## src/rtl/core/ugli_pkg.sv

```systemverilog
package ugli_pkg;

    localparam int TABLE_DEPTH = 1024;
    localparam int ADDR_W      = $clog2(TABLE_DEPTH);

    // front/back queue
    localparam int QDEPTH = 4;
    localparam int QPTR_W = $clog2(QDEPTH);
    localparam int QCNT_W = $clog2(QDEPTH + 1);

    localparam logic REQ_LOAD  = 1'b0;
    localparam logic REQ_QUERY = 1'b1;

    // register word index (paddr[3:2])
    localparam logic [1:0] REG_X_MIN      = 2'd0;
    localparam logic [1:0] REG_INV_STEP   = 2'd1;
    localparam logic [1:0] REG_TABLE_SIZE = 2'd2;

    typedef enum logic {
        OP_LOAD,
        OP_QUERY
    } op_t;

    typedef struct packed {
        logic               req_type;
        logic [9:0]         entry_index;
        logic signed [31:0] entry_value;
        logic signed [31:0] query_x;
        logic               last_query;
    } in_req_t;

    typedef struct packed {
        logic signed [31:0] interp_value;
        logic               in_range;
        logic               last_out;
    } out_res_t;

    typedef struct packed {
        logic signed [31:0] x_min;
        logic [31:0]        inv_step;
        logic [10:0]        table_size;
    } cfg_t;

    // hit: load slot exists, or query lies inside the grid
    typedef struct packed {
        op_t               op;
        logic              hit;
        logic [ADDR_W-1:0] addr;
        logic [31:0]       data;
        logic              last;
    } q_entry_t;

    typedef struct packed {
        logic [QCNT_W-1:0] count;
    } q_stat_t;

endpackage

```

## src/rtl/core/ugli_front.sv

```systemverilog
module ugli_front (
    input  logic              clk,
    input  logic              rst_n,
    input  logic              start,
    output logic              busy,
    input  ugli_pkg::in_req_t req,
    input  ugli_pkg::cfg_t    cfg,
    input  ugli_pkg::q_stat_t qstat,
    output logic              push,
    output ugli_pkg::q_entry_t push_entry
);

    localparam int CRED_W = ugli_pkg::QCNT_W + 1;

    logic        accept;
    logic        s1_valid_reg;
    logic        s2_valid_reg;

    logic        s1_query_reg;
    logic [9:0]  s1_index_reg;
    logic [31:0] s1_value_reg;
    logic [31:0] s1_diff_reg;
    logic        s1_below_reg;
    logic        s1_last_reg;

    logic        s2_query_reg;
    logic [9:0]  s2_index_reg;
    logic [31:0] s2_value_reg;
    logic [63:0] s2_pos_reg;
    logic        s2_below_reg;
    logic        s2_last_reg;

    logic signed [32:0] diff_wide;
    logic [CRED_W-1:0]  in_flight;
    logic [32:0]        idx_p1;
    logic [32:0]        eff_size;

    // credit check: queue plus everything still in the front pipe
    assign in_flight = CRED_W'(qstat.count) + CRED_W'(s1_valid_reg) + CRED_W'(s2_valid_reg);
    assign busy      = in_flight >= CRED_W'(ugli_pkg::QDEPTH);
    assign accept    = start && !busy;

    assign diff_wide = $signed({req.query_x[31], req.query_x})
                     - $signed({cfg.x_min[31], cfg.x_min});

    always_ff @(posedge clk or negedge rst_n)
    begin
        if (!rst_n)
        begin
            s1_valid_reg <= 1'b0;
            s2_valid_reg <= 1'b0;
        end
        else
        begin
            s1_valid_reg <= accept;
            s2_valid_reg <= s1_valid_reg;
        end
    end

    always_ff @(posedge clk)
    begin
        if (accept)
        begin
            s1_query_reg <= (req.req_type == ugli_pkg::REQ_QUERY);
            s1_index_reg <= req.entry_index;
            s1_value_reg <= req.entry_value;
            // below the grid is out of range unless inv_step is zero (then pos is 0)
            s1_diff_reg  <= diff_wide[32] ? 32'd0 : diff_wide[31:0];
            s1_below_reg <= diff_wide[32] && (cfg.inv_step != 32'd0);
            s1_last_reg  <= req.last_query;
        end
        if (s1_valid_reg)
        begin
            s2_query_reg <= s1_query_reg;
            s2_index_reg <= s1_index_reg;
            s2_value_reg <= s1_value_reg;
            s2_pos_reg   <= s1_diff_reg * cfg.inv_step;
            s2_below_reg <= s1_below_reg;
            s2_last_reg  <= s1_last_reg;
        end
    end

    assign idx_p1   = {1'b0, s2_pos_reg[63:32]} + 33'd1;
    assign eff_size = (33'(cfg.table_size) < 33'(ugli_pkg::TABLE_DEPTH))
                    ? 33'(cfg.table_size) : 33'(ugli_pkg::TABLE_DEPTH);

    assign push = s2_valid_reg;

    always_comb
    begin
        push_entry.last = s2_last_reg;
        if (s2_query_reg)
        begin
            push_entry.op   = ugli_pkg::OP_QUERY;
            push_entry.hit  = !s2_below_reg && (idx_p1 < eff_size);
            push_entry.addr = s2_pos_reg[32 +: ugli_pkg::ADDR_W];
            push_entry.data = {16'd0, s2_pos_reg[31:16]};
        end
        else
        begin
            push_entry.op   = ugli_pkg::OP_LOAD;
            push_entry.hit  = 32'(s2_index_reg) < 32'(ugli_pkg::TABLE_DEPTH);
            push_entry.addr = ugli_pkg::ADDR_W'(s2_index_reg);
            push_entry.data = s2_value_reg;
        end
    end

endmodule

```

## config.mk

```make
export PLATFORM = sky130hd
export DESIGN_NAME = ugli_front
export DESIGN_NICKNAME = d
export VERILOG_FILES = /design/src/rtl/core/ugli_pkg.sv /design/src/rtl/core/ugli_front.sv
export SDC_FILE = /design/constraint.sdc
export NUM_CORES = 2
export LEC_CHECK = 0
export BUFFER_PORTS_ARGS = -buffer_cell sky130_fd_sc_hd__buf_2
export CAP_MARGIN = 20
export CORE_ASPECT_RATIO = 1.25
export CORE_MARGIN = 1
export CORE_UTILIZATION = 40
export CTS_CLUSTER_DIAMETER = 150
export DETAILED_ROUTE_END_ITERATION = 8
export GPL_TIMING_DRIVEN = 0
export SLEW_MARGIN = 20
export SYNTH_ARGS = -nofsm -noshare
export SYNTH_HDL_FRONTEND = slang
export SYNTH_SLANG_ARGS = --single-unit
```

## constraint.sdc

```tcl
create_clock -name clk -period 7.8 [get_ports clk]
set_clock_uncertainty 0.15 [all_clocks]
set_input_delay 0.78 -clock clk [delete_from_list [all_inputs] [get_ports clk]]
set_output_delay 0.78 -clock clk [all_outputs]
set_load 0.05 [all_outputs]
```

After elaboration in Yosys (flattened, before gate mapping)
Cells that the tools add are included.
{"block": "totals", "ff_bits": 188, "output_inout_bits": 47, "wordCells": 30}
{"block": "classes", "addsub": 4, "mul": 1, "magnitude_cmp": 3, "mux": 2, "n_reduce_logical": 6}
{"op": "$mul 32x32->64", "count": 1}
{"op": "$mux 44", "count": 1}
{"op": "$add 32x1->33 const B", "count": 1}
{"op": "$lt 33x11->1", "count": 1}
{"op": "$sub 32x32->33", "count": 1}
{"op": "$reduce_bool 32->1", "count": 1}
{"op": "$lt 11x11->1 const B", "count": 1}
{"op": "$mux 11", "count": 1}
{"op": "$add 3x1->4", "count": 1}
{"op": "$add 4x1->4", "count": 1}
{"op": "$ge 4x3->1 const B", "count": 1}
{"op": "$logic_and 1x1->1", "count": 3}
{"op": "$logic_not 1->1", "count": 2}

Depth between registers and ports, before layout
{"block": "depth", "word_depth": 5, "ltp_mapped": 29, "ltp_nobuf": 28}

Worst setup path after synthesis
No wires, ideal clock.
{"block": "synth_timing", "kind": "input-to-reg", "start": "in cfg[19] (netlist bit)", "end": "reg s2_pos_reg[51], data pin", "setup_time_ps": 260, "arrival_time_ps": 7388, "slack_ps": 2, "stages": 24, "n_path_buf": 2, "path_cell_list": "clkbuf_1 nand2_1 fa_1 inv_1 fa_1 inv_1 fa_1 inv_1 fa_1 fa_1 fa_1 fa_1 fa_1 ha_1 buf_2 nand4_1 or3_1 o31ai_2 nor3_1 o31ai_2 a21oi_2 o21ai_1 a21boi_1 xnor2_1"}
{"block": "synth_via", "elab_chain_cells": 1}
{"element": "start, declared", "line": "ugli_front.sv:7", "rtl": "input ugli_pkg::cfg_t cfg,"}
{"element": "$mul 32x32->64", "line": "ugli_front.sv:77", "rtl": "s2_pos_reg <= s1_diff_reg * cfg.inv_step;"}
{"element": "end signal, assigned", "line": "ugli_front.sv:77"}
{"element": "end, declared", "line": "ugli_front.sv:29", "rtl": "logic [63:0] s2_pos_reg;"}
No other way between the ends.
A chain may end at the register's enable or synchronous reset.

Worst setup path after layout
{"block": "layout_timing", "start": "in cfg[30] (netlist bit)", "end": "reg s2_pos_reg[54], data pin"}
The elaborated chain is that of the path after synthesis.

==> results.md <==
* Clock tree sinks at 172
* First-pass GRT wire length at 222200 um
* CORE AREA at 101000 sq um
* Mapped Area at 40980 sq um
* Worst path arrival time at 8.25 ns
* Flip-flop and latch area at 5159 sq um
* Post-synth top flop: edfxtp_1
* Clk_lat worst skew at 0.52 ns
* EDFF count, synth at 170
* Setup TNS at -2.967 ns
* Vias at 32200
* Layout Cells excl Fill at 5968
* Initial antenna violation count at 22
* Rel. slew slack at 37.56%
* Initial core utilization at 40.57%
* Vias in the first global route at 34290
* Register area share after synthesis at 12.58%
* Root Driver: clkbuf_16
* DRC at 18
* Max Clock Freq at 123.0 MHz
* Ys async rst share at 1.163%
* Clk slew on worst S/H paths at 0.08 ns
* Crit path kind: in2reg
* Critical path's largest stage delay at 0.61 ns
* Fin. max-slew vios at 0
* Via density at 5.395
* Number of fill cells at 9676
* Most numerous cell on the critical path: fa_1
* Initial DRC Count at 2214
* Final hold vios at 0
* CTS buffer count at 17
* Die ar. at 103700 sq um
* Pin count of the biggest net entering global routing at 52
* Layout cells sized above 1 at 17.52%
* H-tree depth at 4
* DR WL/cell at 26.12 um
* Hold Crit Class: reg2reg
* Placed insts at 5773
* Number of routed nets with antenna violations at 0
* Final Cycle Share at 104.2%
* CTS Buffer Depth at 2
* Area leader, netlist: fa_1
* Num ports at 204
* Failing checks: DRC, setup timing
* Global route overflow at 0
* Row cnt at 130
* Area of the multi-input gates at 32330 sq um
* Syn. warnings at 0
* Netlist cell types at 71
* Area Growth Syn to Fin at 16.61%
* Mapped Nets at 5603
* TritonCTS clock tree: yes
* Die width at 288.3 um
* Post-Route WL at 155900 um
* Pre-antenna DRT Iters at 9
* Overall Global Routing Usage at 30.38%
* Fin nets at 5980
* Outcome: finished, violations left
* Die height at 359.9 um
* Crit. End Element: flip-flop
* Setup-failing EPs final at 19
* Synth Instances at 4246
* Critical-path cell with the highest stage delay: fa_2
* Port Buffers at 203
* Max-Cap Viols at 0
* Req. time, crit path at 7.93 ns
* Final Wtd Congestion at 1.017
* Fin crit period at 8.127 ns
* RSZ-0062 raised after global routing: true
* Area contributors post-synth: fa_1 44%, edfxtp_1 12%, ha_1 9.3%
* Post-synth top area share at 43.77%
* Mean Syn Cell Area at 9.651 sq um
* Yosys reg bits at 172
* Largest register FFs at 48
* Final setup margin at -0.3272 ns
* Crit Path Max Fanout at 10
* Dpl hpwl at 126000 um
* Startpoint Class: input port
* Least-Margin Pin Slew at 0.9366 ns
==> synthesized netlist by cell type, drive strengths merged (4+ instances only) <==
master  instances
a211oi          8
a21boi          5
a21o           44
a21oi          92
a221oi          4
a31oi          15
and2          574
and3           18
and4            4
buf            15
clkbuf        204
edfxtp        170
fa            896
ha            304
inv           926
mux2           27
nand2         528
nand2b          5
nand3          27
nand3b          4
nand4          28
nor2           79
nor2b          26
nor3           14
nor4           11
o211ai          7
o21a           14
o21ai          49
o21bai         14
o31ai           6
or3             6
xnor2          51
xor2           33
==> critical path: cells and delay by family <==
family / cells / cell delay [ns]
adders and majority gates: 9 / 4.39
and+or+nand+nor: 8 / 0.82
AOI/OAI and AO/OA: 3 / 0.67
buffers and inverters: 12 / 1.56
==> layout by cell type (no fill, tap or decap), types with 25 or more instances in the layout <==
cell type,Yosys,layout
edfxtp_1,170,170
fa_2,0,64
clkbuf_2,0,34
xnor2_1,51,48
inv_1,926,898
fa_1,896,832
ha_1,304,284
nor2b_1,26,25
buf_6,0,58
clkbuf_4,0,32
nand2_1,527,522
mux2_2,27,27
clkbuf_1,204,29
and2_1,574,557
nand4_1,28,28
buf_2,11,218
a21oi_1,89,78
xor2_1,33,33
buf_4,2,139
clkbuf_16,0,28
a21o_1,44,43
nor2_1,79,72
inv_2,0,28
o21ai_0,39,33
==> per-stage QoR <==
stage          area [sq um]  setup WS (ns)  utilization [%]  hold slack (ns)
6_report              47780        -0.3272            47.31           0.2632
5_1_grt               47760        -0.5075            47.28           0.2536
4_1_cts               46580        -0.2878            46.11           0.2440
3_5_place_dp          43750         -2.119            43.32           0.2545
3_3_place_gp          43650         -2.273            43.21           0.2503
2_1_floorplan         40980       0.001878                -           0.2503
==> layout make-up <==
class	instances	share of cell area [%]
diodes	12	0.06284
clock inverters	14	0.3509
multi-input cells	2928	67.66
inverters	927	7.282
plain buffers	212	3.867
clock buffers	18	0.8981
flip-flops and latches	172	10.80
well taps	1320	3.456
repair buffers	365	5.624
==> cells by family after synthesis <==
kind of cell | synth area share (%)
adders and majority gates | 53.05
buffers and inverters | 10.55
and+or+nand+nor | 16.70
AOI/OAI and AO/OA | 4.534
DFF | 12.58
xor gates and xnor gates | 1.795
muxes | 0.7908
==> worst paths after layout <==
| check | startpoint | to | slack, ns | cells after the start |
|---|---|---|---|---|
| hold / removal | s1_index_reg[6] | s2_index_reg[6] | 0.26 | 0 |
| hold reg to reg | s1_index_reg[6] | s2_index_reg[6] | 0.26 | 0 |
| setup / recovery | cfg[30] | s2_pos_reg[54] | -0.33 | 32 |
| min in group asynchronous | rst_n | s1_valid_reg | 0.42 | 2 |
| max in group asynchronous | rst_n | s1_valid_reg | 6.97 | 2 |
| setup reg to reg | s1_diff_reg[12] | s2_pos_reg[54] | -0.30 | 33 |
==> per-layer routing <==
layer	vias to the layer above	global-route usage, %	wire, um
met4	10	24.57	15240
met2	1529	50.51	75190
met5	-	0	79
met1	16520	33.85	54010
li1	13500	-	-
met3	642	5.558	11340
==> what timing repair did <==
item	in CTS	in global routing
endpoints found under the setup margin	40	31
setup buffers	83	71
hold buffers	1	0
hold endpoints to repair	2	0
resized for setup	483	293
gates cloned	2	4
pin swaps	106	166
Power is left out: the tool's default activity adds up to more than one toggle a clock period on the data nets, which glitch-free logic cannot reach.
