===== src/rtl/core/ugli_pkg.sv =====
package ugli_pkg;

    localparam int TABLE_DEPTH = 1024;
    localparam int ADDR_W      = $clog2(TABLE_DEPTH);

    // front/back queue
    localparam int QDEPTH = 4;
    localparam int QPTR_W = $clog2(QDEPTH);
    localparam int QCNT_W = $clog2(QDEPTH + 1);

    localparam logic REQ_LOAD  = 1'b0;
    localparam logic REQ_QUERY = 1'b1;

    // register word index (paddr[3:2])
    localparam logic [1:0] REG_X_MIN      = 2'd0;
    localparam logic [1:0] REG_INV_STEP   = 2'd1;
    localparam logic [1:0] REG_TABLE_SIZE = 2'd2;

    typedef enum logic {
        OP_LOAD,
        OP_QUERY
    } op_t;

    typedef struct packed {
        logic               req_type;
        logic [9:0]         entry_index;
        logic signed [31:0] entry_value;
        logic signed [31:0] query_x;
        logic               last_query;
    } in_req_t;

    typedef struct packed {
        logic signed [31:0] interp_value;
        logic               in_range;
        logic               last_out;
    } out_res_t;

    typedef struct packed {
        logic signed [31:0] x_min;
        logic [31:0]        inv_step;
        logic [10:0]        table_size;
    } cfg_t;

    // hit: load slot exists, or query lies inside the grid
    typedef struct packed {
        op_t               op;
        logic              hit;
        logic [ADDR_W-1:0] addr;
        logic [31:0]       data;
        logic              last;
    } q_entry_t;

    typedef struct packed {
        logic [QCNT_W-1:0] count;
    } q_stat_t;

endpackage


===== src/rtl/core/ugli_queue.sv =====
module ugli_queue (
    input  logic                clk,
    input  logic                rst_n,
    input  logic                push,
    input  ugli_pkg::q_entry_t  push_entry,
    output logic                pop,
    output ugli_pkg::q_entry_t  pop_entry,
    output ugli_pkg::q_stat_t   qstat
);

    ugli_pkg::q_entry_t              slot_reg [ugli_pkg::QDEPTH];
    logic [ugli_pkg::QPTR_W-1:0]     wr_ptr_reg;
    logic [ugli_pkg::QPTR_W-1:0]     rd_ptr_reg;
    logic [ugli_pkg::QCNT_W-1:0]     count_reg;
    logic [ugli_pkg::QCNT_W-1:0]     count_next;

    // back end never stalls: drain whenever something is queued
    assign pop         = count_reg != '0;
    assign pop_entry   = slot_reg[rd_ptr_reg];
    assign qstat.count = count_reg;

    always_comb
    begin
        count_next = count_reg;
        if (push && !pop)
            count_next = count_reg + 1'b1;
        else if (!push && pop)
            count_next = count_reg - 1'b1;
    end

    always_ff @(posedge clk or negedge rst_n)
    begin
        if (!rst_n)
        begin
            wr_ptr_reg <= '0;
            rd_ptr_reg <= '0;
            count_reg  <= '0;
        end
        else
        begin
            if (push)
                wr_ptr_reg <= wr_ptr_reg + 1'b1;
            if (pop)
                rd_ptr_reg <= rd_ptr_reg + 1'b1;
            count_reg <= count_next;
        end
    end

    always_ff @(posedge clk)
    begin
        if (push)
            slot_reg[wr_ptr_reg] <= push_entry;
    end

    a_no_overflow: assert property (@(posedge clk) disable iff (!rst_n)
        !(push && count_reg == ugli_pkg::QCNT_W'(ugli_pkg::QDEPTH)))
        else $error("request queue overflow");

    a_count_bound: assert property (@(posedge clk) disable iff (!rst_n)
        count_reg <= ugli_pkg::QCNT_W'(ugli_pkg::QDEPTH))
        else $error("queue count beyond depth");

    a_drain: assert property (@(posedge clk) disable iff (!rst_n)
        (pop && !push) |=> (count_reg == $past(count_reg) - 1'b1))
        else $error("queue count did not drop on pop");

endmodule


===== config.mk =====
export PLATFORM = sky130hd
export DESIGN_NAME = ugli_queue
export DESIGN_NICKNAME = d
export VERILOG_FILES = /design/src/rtl/core/ugli_pkg.sv /design/src/rtl/core/ugli_queue.sv
export SDC_FILE = /design/constraint.sdc
export NUM_CORES = 1
export LEC_CHECK = 0
export BUFFER_PORTS_ARGS = -buffer_cell sky130_fd_sc_hd__buf_2
export CAP_MARGIN = 20
export CORE_UTILIZATION = 59
export CTS_BUF_LIST = sky130_fd_sc_hd__clkbuf_8
export DETAILED_ROUTE_END_ITERATION = 8
export GPL_TIMING_DRIVEN = 0
export PLACE_DENSITY = 0.82
export SYNTH_ARGS = -nofsm -noshare
export SYNTH_HDL_FRONTEND = slang
export SYNTH_SLANG_ARGS = --single-unit

===== constraint.sdc =====
create_clock -name clk -period 2.95 [get_ports clk]
set_input_delay 0.7375 -clock clk [delete_from_list [all_inputs] [get_ports clk]]
set_output_delay 0.7375 -clock clk [all_outputs]
set_load 0.02 [all_outputs]

; ---- Word-level counts from Yosys, hierarchy flattened
; Memory sizes are Yosys's and may differ from the RTL's.
; Index checks and enable logic that the tools add are counted.
[classes]
n_reduce_logical = 6
add_sub_neg = 4
mux = 4
[op_table]
columns = cell, n
row1 = $mux W3, 2
row2 = $add A2 B1 Y2 const B, 2
row3 = $add A3 B1 Y3 const B, 1
row4 = $reduce_bool A3 Y1, 1
row5 = $sub A3 B1 Y3 const B, 1
row6 = $logic_and A1 B1 Y1, 2
row7 = $logic_not A1 Y1, 2
row8 = $mux W1, 2
row9 = $reduce_bool A2 Y1, 1
[word_totals]
n_memories = 1
register_bits = 7
ramBits = 180
inputBits = 48
word_cells = 18
[memory_table]
columns = name, depth, word_bits, read_ports, rd_ports_with_merged_regs, write_ports, line
row1 = slot_reg, 4, 45, 1, 0, 1, ugli_queue.sv:11  ; ugli_pkg::q_entry_t slot_reg [ugli_pkg::QDEPTH];

; ---- Depth between registers and ports, before layout
; Gate-level depths: netlist of run 1.
[depth]
word_depth = 4
mapped_depth = 5
ltp_nobuf = 5

; ---- Worst setup path after synthesis of run 1
; Ideal clock, no wire load.
[synth_timing]
kind = input to register
startpoint = input port push
endpoint = memory slot_reg[0][0] (netlist bit), enable pin
path_slack_ps = 723
path_stages = 1
arrival_ps = 1821
path_buffers = 0
t_required_ps = 2543
cell_sequence = and2_1
[synth_via]
elab_chain_len = 2
[synth_rtl]
columns = element, line
row1 = start: declaration, ugli_queue.sv:4  ; input logic push,
row2 = $mux W1, ugli_queue.sv:51  ; if (push)
row3 = $mux W1 (implied by the code), ugli_queue.sv:52  ; slot_reg[wr_ptr_reg] <= push_entry;
row4 = end: declaration, ugli_queue.sv:11
; Every way passes these cells.

==> out/qor.csv, run 1 <==
stage,metric,value,unit
status,status,completed,
critical_path,crit-path max FO,10,
clock_tree,number of gates resized after CTS,0,
yosys,yosys warns,0,
timing,Slew Limit Fails,0,
timing,Final Skew,0.0137,ns
drt,1st-iter DRT viols,157,
timing,Slew HR,61.0,%
floorplanning,DIE WIDTH,110,um
clock_tree,root buffer cell,clkbuf_8,
clock_tree,CTS Hold Buffers Added,0,
layout,Layout Area Growth over Synthesis,15.4,%
yosys,syn_nets,322,
yosys,synth top area cells,"edfxtp_1 78%, mux4_2 15%, dfrtp_1 2.5%",
global_routing,gr usage total,19.1,%
floorplanning,die extent in y,110,um
layout,layout cell share with drive strength beyond 1,46.5,%
yosys,Cells after Synth,269,
clock_tree,cts bufs inserted,17,
drt,vias post-DR,3065,
power,Total Power,7.77,mW
timing,Fin. Hold Viols,0,
yosys,"area leader, netlist",edfxtp_1,
drt,final WL,10600,um
clock_tree,setup repair bufs after CTS,0,
drt,DRC viols,0,
power,VDD IR-drop max,714,uV
layout,"Net count, final",441,
layout,antenna fix cells,0,
timing,PnR worst setup slack,0.275,ns
placed_design,gpl congestion,0.730,
global_routing,global-route wire length before repair,16000,um
layout,"commonest non-fill, non-tap cells in the layout","180 x edfxtp_1, 101 x buf_2, 45 x mux4_2",
critical_path,crit end category,output port,
global_routing,largest net degree at the start of global routing,28,
clock_tree,Worst-path clk slew,0.09,ns
yosys,Synth cell types,19,
yosys,sequential area share after synthesis,81.0,%
power,Leak Pwr,2.75,nW
timing,fin crit share,90.7,%
critical_path,Setup CP Type,flip-flop to output port,
timing,slew at the pin closest to its max-slew limit,0.585,ns
layout,"leading cell type in the layout, fill and taps excluded",edfxtp_1,
hold_path,Hold/Removal Path Class,primary input to async pin,
global_routing,vias in the first global route,3170,
layout,filler cell count,729,
critical_path,CP required,2.21,ns
layout,register area,0.00558,sq mm
global_routing,GRT Residual Overflow,0,
global_routing,antenna violations before repair,0,
layout,fin util,69.7,%
yosys,Syn Std Cell Area,0.00689,sq mm
timing,fmax,0.374,GHz
drt,Wirelength per Cell,19.4,um
floorplanning,# rows,39,
critical_path,startpoint type of the worst setup path,flip-flop,
clock_tree,Worst-Skew Late Latency,0.45,ns
yosys,share of the synthesized area in the top cell type,78.4,%
timing,final setup fails,0,
floorplanning,Initial Util,60.4,%
timing,Final TNS setup,0,ns
drt,via density per instance,5.64,
yosys,Mapped Avg Cell Area,25.6,sq um
layout,number of flip-flops in the largest register,180,
floorplanning,I/O pin count,97,
clock_tree,CTS sink cnt,187,
clock_tree,H-Tree Depth,4,
floorplanning,core area,0.0114,sq mm
layout,area of the multi-input gates,0.00121,sq mm
timing,WHS,0.104,ns
placed_design,Place WS,0.733,ns
timing,unrepaired setup endpoints after global routing,false,
placed_design,IO buf count,96,
drt,"antenna viol nets, final",0,
placed_design,DP HPWL,6580,um
critical_path,CP startpoint,rd_ptr_reg[0]$_DFFE_PN0P_,
floorplanning,DIE AREA,0.0121,sq mm
yosys,Yosys reg bits,187,
critical_path,R2R Path Start,wr_ptr_reg[0]$_DFFE_PN0P_,
clock_tree,CTS max path bufs,2,
critical_path,WP data arrival,1.94,ns
timing,min Tclk post-route,2.67,ns
power,PwrDens,976,mW/mm^2
job,Max-Cap Viols,0,
drt,1st-pass router iterations,4,
clock_tree,CTS tree,built,
-- worst max-delay path, stage by stage (launching register included) --
cell and delay [ns]:
dfrtp_1 0.39, buf_6 0.21, buf_8 0.19, mux4_2 0.52, buf_2 0.18
-- layout make-up --
class                           instances  area share, %
Clock inverter                         14           1.08
Clock buffer                           17           2.94
Inverter                                3          0.142
Tap cell                              143           2.25
Timing Repair Buffer                  100           7.04
Multi-Input combinational cell         69           15.2
Buffer                                 10           1.24
Sequential cell                       187           70.1
-- kinds of logic after synthesis --
kind of cell / count (synthesis) / synth area share, %
buf+inv: 13 / 1.60
compound gates: 3 / 0.254
mux: 45 / 14.7
xor+xnor: 7 / 0.889
flops: 187 / 81.0
simple gates: 9 / 0.690
fa+ha+maj: 5 / 0.908
-- cells in the mapped netlist --
cell,count
buf_6,1
ha_1,5
buf_12,2
and2_1,4
buf_4,1
xnor2_1,4
or3_1,1
inv_1,3
nor3_1,1
xor2_1,3
buf_2,5
mux4_2,45
a21o_1,1
edfxtp_1,180
dfrtp_1,7
nand2_1,2
o21ai_0,2
buf_8,1
nor2_1,1
-- metrics by stage --
| step | cell area, sq um | cells |
|---|---|---|
| floorplan | 6890 | 269 |
| global placement | 7550 | 508 |
| detailed placement | 7640 | 512 |
| CTS | 7960 | 543 |
| global route | 7960 | 543 |
| finish | 7960 | 543 |
-- final timing paths --
path                                              to  slack [ns]  cells after the start
setup / recovery                       pop_entry[33]        0.28                      4
hold / removal                  qstat[2]$_DFFE_PN0P_        0.10                      1
setup reg to reg            slot_reg[2][5]$_DFFE_PP_        1.13                      4
hold reg to reg                 qstat[2]$_DFFE_PN0P_        0.53                      1
max in group asynchronous  wr_ptr_reg[1]$_DFFE_PN0P_        2.69                      1
min in group clk            slot_reg[0][4]$_DFFE_PP_        0.50                      1
-- metal layers --
metal | part of all wire, % | up-vias | global-route usage, %
met5 | 0 | - | 0
met4 | 1.1 | 0 | 7.14
met3 | 5.9 | 10 | 7.29
met2 | 51 | 88 | 30.9
met1 | 42 | 1591 | 23.7
li1 | - | 1376 | -
-- power breakdown --
part	internal, mW	switching (mW)	total [mW]
logic	1.20	1.57	2.77
registers	3.47	0.135	3.61
clock network	0.561	0.827	1.39
(Power assumes the default switching activity.)
==> run 2: changes to the inputs <==
--- a/config.mk
+++ b/config.mk
@@ -7,11 +7,12 @@
 export LEC_CHECK = 0
 export BUFFER_PORTS_ARGS = -buffer_cell sky130_fd_sc_hd__buf_2
 export CAP_MARGIN = 20
-export CORE_UTILIZATION = 59
+export CORE_ASPECT_RATIO = 0.5
+export CORE_UTILIZATION = 29
 export CTS_BUF_LIST = sky130_fd_sc_hd__clkbuf_8
 export DETAILED_ROUTE_END_ITERATION = 8
 export GPL_TIMING_DRIVEN = 0
-export PLACE_DENSITY = 0.82
+export PLACE_DENSITY = 0.44
 export SYNTH_ARGS = -nofsm -noshare
 export SYNTH_HDL_FRONTEND = slang
 export SYNTH_SLANG_ARGS = --single-unit
==> run 2 against run 1 <==
Against the previous run:
- the run now ends with design-rule violations left
- combinational power up 4%
- global-route usage decreased by 7.3 points
- register-to-register slack worse by 0.02 ns
- fmax is 0.49% lower
- wire length rose by 25%
==> out/qor.csv, run 2 (same netlist as run 1, synthesis figures left out) <==
stage,metric,value,unit,change
layout,"Net count, final",441,,unchanged
power,VDD IR-drop max,415,uV,was 714 uV
floorplanning,core area,0.0231,sq mm,was 0.0114 sq mm
floorplanning,DIE AREA,0.0244,sq mm,was 0.0121 sq mm
drt,vias post-DR,3082,,was 3065
layout,filler cell count,2123,,was 729
placed_design,gpl congestion,0.664,,was 0.730
placed_design,DP HPWL,8740,um,was 6580 um
clock_tree,setup repair bufs after CTS,0,,unchanged
critical_path,crit-path max FO,10,,unchanged
layout,register area,0.00558,sq mm,unchanged
timing,min Tclk post-route,2.69,ns,was 2.67 ns
clock_tree,CTS tree,built,,unchanged
critical_path,Setup CP Type,flip-flop to output port,,unchanged
power,PwrDens,980,mW/mm^2,was 976 mW/mm^2
timing,fmax,0.372,GHz,was 0.374 GHz
clock_tree,CTS Hold Buffers Added,0,,unchanged
drt,via density per instance,4.35,,was 5.64
global_routing,gr usage total,11.8,%,was 19.1%
layout,area of the multi-input gates,0.00121,sq mm,unchanged
floorplanning,I/O pin count,97,,unchanged
placed_design,IO buf count,96,,unchanged
global_routing,largest net degree at the start of global routing,30,,was 28
clock_tree,cts bufs inserted,17,,unchanged
clock_tree,CTS sink cnt,187,,unchanged
layout,number of flip-flops in the largest register,180,,unchanged
drt,"antenna viol nets, final",0,,unchanged
layout,"leading cell type in the layout, fill and taps excluded",edfxtp_1,,unchanged
critical_path,CP required,2.21,ns,about the same
timing,fin crit share,91.1,%,was 90.7%
drt,Wirelength per Cell,18.7,um,was 19.4 um
drt,1st-pass router iterations,8,,was 4
layout,Layout Area Growth over Synthesis,19.0,%,was 15.4%
global_routing,GRT Residual Overflow,0,,unchanged
clock_tree,Worst-path clk slew,0.09,ns,about the same
global_routing,antenna violations before repair,1,,was 0
timing,Slew HR,58.0,%,was 61.0%
timing,slew at the pin closest to its max-slew limit,0.629,ns,was 0.585 ns
floorplanning,Initial Util,29.9,%,was 60.4%
drt,final WL,13200,um,was 10600 um
drt,DRC viols,8,,was 0
status,status,finished with violations,,was completed
global_routing,vias in the first global route,3494,,was 3170
floorplanning,die extent in y,111,um,was 110 um
layout,fin area,0.00821,sq mm,was 0.00796 sq mm
placed_design,post-place instance area,0.00784,sq mm,was 0.00764 sq mm
timing,Fin. Hold Viols,0,,unchanged
layout,final non-filler cell total,709,,was 543
global_routing,global-route wire length before repair,20700,um,was 16000 um
status,failing checks,design-rule violations,,
floorplanning,# rows,39,,unchanged
clock_tree,H-Tree Depth,4,,unchanged
power,Leak Pwr,2.77,nW,was 2.75 nW
power,Total Power,8.04,mW,was 7.77 mW
layout,"commonest non-fill, non-tap cells in the layout","180 x edfxtp_1, 101 x buf_2, 45 x mux4_2",,unchanged
clock_tree,root buffer cell,clkbuf_8,,unchanged
critical_path,crit end category,output port,,unchanged
critical_path,startpoint type of the worst setup path,flip-flop,,unchanged
timing,unrepaired setup endpoints after global routing,false,,unchanged
floorplanning,DIE WIDTH,220,um,was 110 um
clock_tree,Worst-Skew Late Latency,0.45,ns,about the same
critical_path,WP data arrival,1.95,ns,was 1.94 ns
drt,1st-iter DRT viols,117,,was 157
clock_tree,number of gates resized after CTS,0,,unchanged
placed_design,placed cells,676,,was 512
job,Max-Cap Viols,0,,unchanged
timing,Slew Limit Fails,0,,unchanged
clock_tree,CTS max path bufs,2,,unchanged
timing,final setup fails,0,,unchanged
layout,fin util,35.6,%,was 69.7%
hold_path,Hold/Removal Path Class,primary input to async pin,,unchanged
layout,layout cell share with drive strength beyond 1,47.1,%,was 46.5%
timing,Final Skew,0.0112,ns,was 0.0137 ns
-- run 2: power by group --
| group | switching, mW | internal, mW |
|---|---|---|
| Combinational | 1.67 | 1.20 |
| Clock | 0.891 | 0.664 |
| Sequential | 0.137 | 3.47 |
-- run 2: path summary, 6_finish.rpt --
check / cells past startpoint / slack [ns] / to / start
hold / removal: 1 / 0.11 / qstat[0]$_DFFE_PN0P_ / rst_n
min in group clk: 1 / 0.49 / slot_reg[0][43]$_DFFE_PP_ / push_entry[43]
setup / recovery: 4 / 0.26 / pop_entry[32] / rd_ptr_reg[0]$_DFFE_PN0P_
setup reg to reg: 4 / 1.11 / slot_reg[0][6]$_DFFE_PP_ / wr_ptr_reg[0]$_DFFE_PN0P_
max in group asynchronous: 1 / 2.69 / rd_ptr_reg[1]$_DFFE_PN0P_ / rst_n
hold reg to reg: 1 / 0.53 / qstat[2]$_DFFE_PN0P_ / qstat[2]$_DFFE_PN0P_
-- run 2: stage by stage --
step                TNS [ns]  worst slack (ns)  hold WS (ns)
CTS                        0             0.162        0.0642
floorplan                  0             0.723         0.442
global placement      -53.21            -0.307         0.479
global route               0             0.115        0.0733
detailed placement         0             0.694         0.526
finish                     0             0.262         0.106
-- run 2: cell type report --
type | count | share of cell area (%)
Sequential cell | 187 | 68.0
Multi-Input combinational cell | 69 | 14.7
Timing Repair Buffer | 100 | 6.83
Tap cell | 307 | 4.68
Clock buffer | 17 | 2.85
Clock inverter | 15 | 1.54
Buffer | 10 | 1.20
Inverter | 3 | 0.137
Antenna cell | 1 | 0.0305
-- run 2: critical path: stages, from the launching register on --
cell and delay (ns):
dfrtp_1 0.38, buf_6 0.22, buf_8 0.19, mux4_2 0.52
buf_2 0.18
-- run 2: metal layers --
| layer | global-route usage, % | wire length (um) | up-vias |
|---|---|---|---|
| li1 | - | - | 1375 |
| met1 | 14.1 | 5510 | 1645 |
| met2 | 20.0 | 7000 | 52 |
| met3 | 3.95 | 550 | 10 |
| met4 | 3.86 | 167 | 0 |
| met5 | 0 | 0 | - |
==> run 3: changes to the inputs <==
--- a/config.mk
+++ b/config.mk
@@ -12,7 +12,7 @@
 export CTS_BUF_LIST = sky130_fd_sc_hd__clkbuf_8
 export DETAILED_ROUTE_END_ITERATION = 8
 export GPL_TIMING_DRIVEN = 0
-export PLACE_DENSITY = 0.44
+export REMOVE_ABC_BUFFERS = 1
 export SYNTH_ARGS = -nofsm -noshare
 export SYNTH_HDL_FRONTEND = slang
 export SYNTH_SLANG_ARGS = --single-unit
==> run 3 against run 2 <==
Against the previous run:
- largest power group unchanged
- worst setup slack lost 0.12 ns
- the flow still finishes with violations (design-rule violations)
- sequential cell count is the same
- worst hold slack lost 0.0020 ns
==> out/qor.csv, run 3 (same netlist as run 1, synthesis figures left out) <==
stage,metric,value,unit,change
status,status,finished with violations,,unchanged
status,failing checks,design-rule violations,,unchanged
placed_design,IO buf count,96,,unchanged
layout,Layout Area Growth over Synthesis,19.4,%,was 19.0%
placed_design,gpl congestion,0.672,,was 0.664
timing,slew at the pin closest to its max-slew limit,0.678,ns,was 0.629 ns
drt,"antenna viol nets, final",0,,unchanged
drt,vias post-DR,3054,,was 3082
floorplanning,# rows,39,,unchanged
layout,fin util,35.6,%,about the same
power,PwrDens,989,mW/mm^2,was 980 mW/mm^2
drt,final WL,12800,um,was 13200 um
layout,number of flip-flops in the largest register,180,,unchanged
drt,DRC viols,2,,was 8
global_routing,global-route wire length before repair,20000,um,was 20700 um
global_routing,largest net degree at the start of global routing,31,,was 30
power,Total Power,8.14,mW,was 8.04 mW
timing,final setup fails,0,,unchanged
clock_tree,CTS max path bufs,2,,unchanged
global_routing,antenna violations before repair,0,,was 1
critical_path,crit end category,output port,,unchanged
floorplanning,die extent in y,111,um,unchanged
timing,Fin. Hold Viols,0,,unchanged
floorplanning,DIE WIDTH,220,um,unchanged
layout,"leading cell type in the layout, fill and taps excluded",edfxtp_1,,unchanged
layout,fin area,0.00823,sq mm,was 0.00821 sq mm
global_routing,GRT Residual Overflow,0,,unchanged
global_routing,gr usage total,11.4,%,was 11.8%
timing,fmax,0.356,GHz,was 0.372 GHz
layout,antenna fix cells,0,,was 1
timing,unrepaired setup endpoints after global routing,false,,unchanged
power,VDD IR-drop max,379,uV,was 415 uV
critical_path,worst-case reg-to-reg path depth,4,,unchanged
floorplanning,core area,0.0231,sq mm,unchanged
critical_path,R2R Path Start,wr_ptr_reg[0]$_DFFE_PN0P_,,unchanged
timing,Slew Limit Fails,0,,unchanged
clock_tree,Worst-path clk slew,0.09,ns,about the same
job,Max-Cap Viols,0,,unchanged
hold_path,Hold/Removal Path Class,primary input to async pin,,unchanged
timing,Slew HR,54.8,%,was 58.0%
clock_tree,Worst-Skew Late Latency,0.46,ns,was 0.45 ns
clock_tree,number of gates resized after CTS,0,,unchanged
global_routing,vias in the first global route,3410,,was 3494
layout,"commonest non-fill, non-tap cells in the layout","180 x edfxtp_1, 96 x buf_2, 45 x mux4_2",,"was 180 x edfxtp_1, 101 x buf_2, 45 x mux4_2"
floorplanning,I/O pin count,97,,unchanged
critical_path,startpoint type of the worst setup path,flip-flop,,unchanged
critical_path,CP required,2.21,ns,about the same
floorplanning,Initial Util,29.9,%,unchanged
clock_tree,root buffer cell,clkbuf_8,,unchanged
clock_tree,CTS tree,built,,unchanged
placed_design,post-place instance area,0.00780,sq mm,was 0.00784 sq mm
timing,fin crit share,95.2,%,was 91.1%
power,Leak Pwr,2.77,nW,about the same
timing,min Tclk post-route,2.81,ns,was 2.69 ns
clock_tree,cts bufs inserted,17,,unchanged
layout,layout cell share with drive strength beyond 1,46.7,%,was 47.1%
floorplanning,DIE AREA,0.0244,sq mm,unchanged
timing,Final Skew,0.0161,ns,was 0.0112 ns
critical_path,R2R Setup Slk,1.14,ns,was 1.11 ns
critical_path,worst flop-to-flop path endpoint,slot_reg[0][19]$_DFFE_PP_,,was slot_reg[0][6]$_DFFE_PP_
drt,1st-pass router iterations,6,,was 8
clock_tree,CTS Hold Buffers Added,0,,unchanged
critical_path,crit-path max FO,24,,was 10
clock_tree,CTS sink cnt,187,,unchanged
critical_path,Setup CP Type,flip-flop to output port,,unchanged
critical_path,WP data arrival,2.07,ns,was 1.95 ns
drt,Wirelength per Cell,18.2,um,was 18.7 um
drt,via density per instance,4.34,,was 4.35
clock_tree,H-Tree Depth,4,,unchanged
layout,"Net count, final",436,,was 441
clock_tree,setup repair bufs after CTS,3,,was 0
placed_design,DP HPWL,7930,um,was 8740 um
drt,1st-iter DRT viols,235,,was 117
-- run 3: per-layer routing --
metal	up-vias	wire length, um	track usage, %
met5	-	0	0
met4	0	156	4.00
met3	13	417	3.16
met2	45	6470	18.0
met1	1628	5740	15.0
li1	1368	-	-
-- run 3: area by class of cell --
| class | count | area (sq um) |
|---|---|---|
| flip-flops and latches | 187 | 5590 |
| repair buffers | 105 | 638 |
| inverters | 3 | 11.3 |
| clock buffers | 17 | 234 |
| fillers | 2149 | 14900 |
| clock inverters | 15 | 168 |
| multi-input cells | 69 | 1210 |
| well taps | 307 | 384 |
-- run 3: worst max path at each step --
stage,startpoint,endpoint,slack (ns),cells past startpoint
floorplan,rd_ptr_reg[0]$_DFFE_PN0P_,pop_entry[0],-0.41,1
global placement,rd_ptr_reg[0]$_DFFE_PN0P_,pop_entry[40],-1.54,2
detailed placement,rd_ptr_reg[0]$_DFFE_PN0P_,pop_entry[40],0.37,3
CTS,rd_ptr_reg[1]$_DFFE_PN0P_,pop_entry[15],0.04,3
global route,rd_ptr_reg[1]$_DFFE_PN0P_,pop_entry[15],0.006,3
finish,rd_ptr_reg[1]$_DFFE_PN0P_,pop_entry[15],0.14,3
-- run 3: through the flow --
step | hold WS (ns) | instances | TNS, ns | worst slack (ns)
final | 0.104 | 703 | 0 | 0.142
after global routing | 0.0709 | 703 | 0 | 0.00609
after CTS | 0.0692 | 703 | 0 | 0.0421
after detailed placement | 0.500 | 668 | 0 | 0.370
after global placement | 0.483 | 662 | -151.79 | -1.54
after floorplan | 0.442 | 259 | -18.55 | -0.412
-- run 3: power by group --
part / switching (mW) / internal, mW / total, mW
Clock: 0.926 / 0.770 / 1.70
Sequential: 0.214 / 3.48 / 3.69
Combinational: 1.57 / 1.18 / 2.75
Total: 2.71 / 5.43 / 8.14
-- run 3: critical path: stages (launching register included) --
cell and delay, ns:
dfrtp_2 0.81, buf_12 0.28, mux4_2 0.33, buf_2 0.18
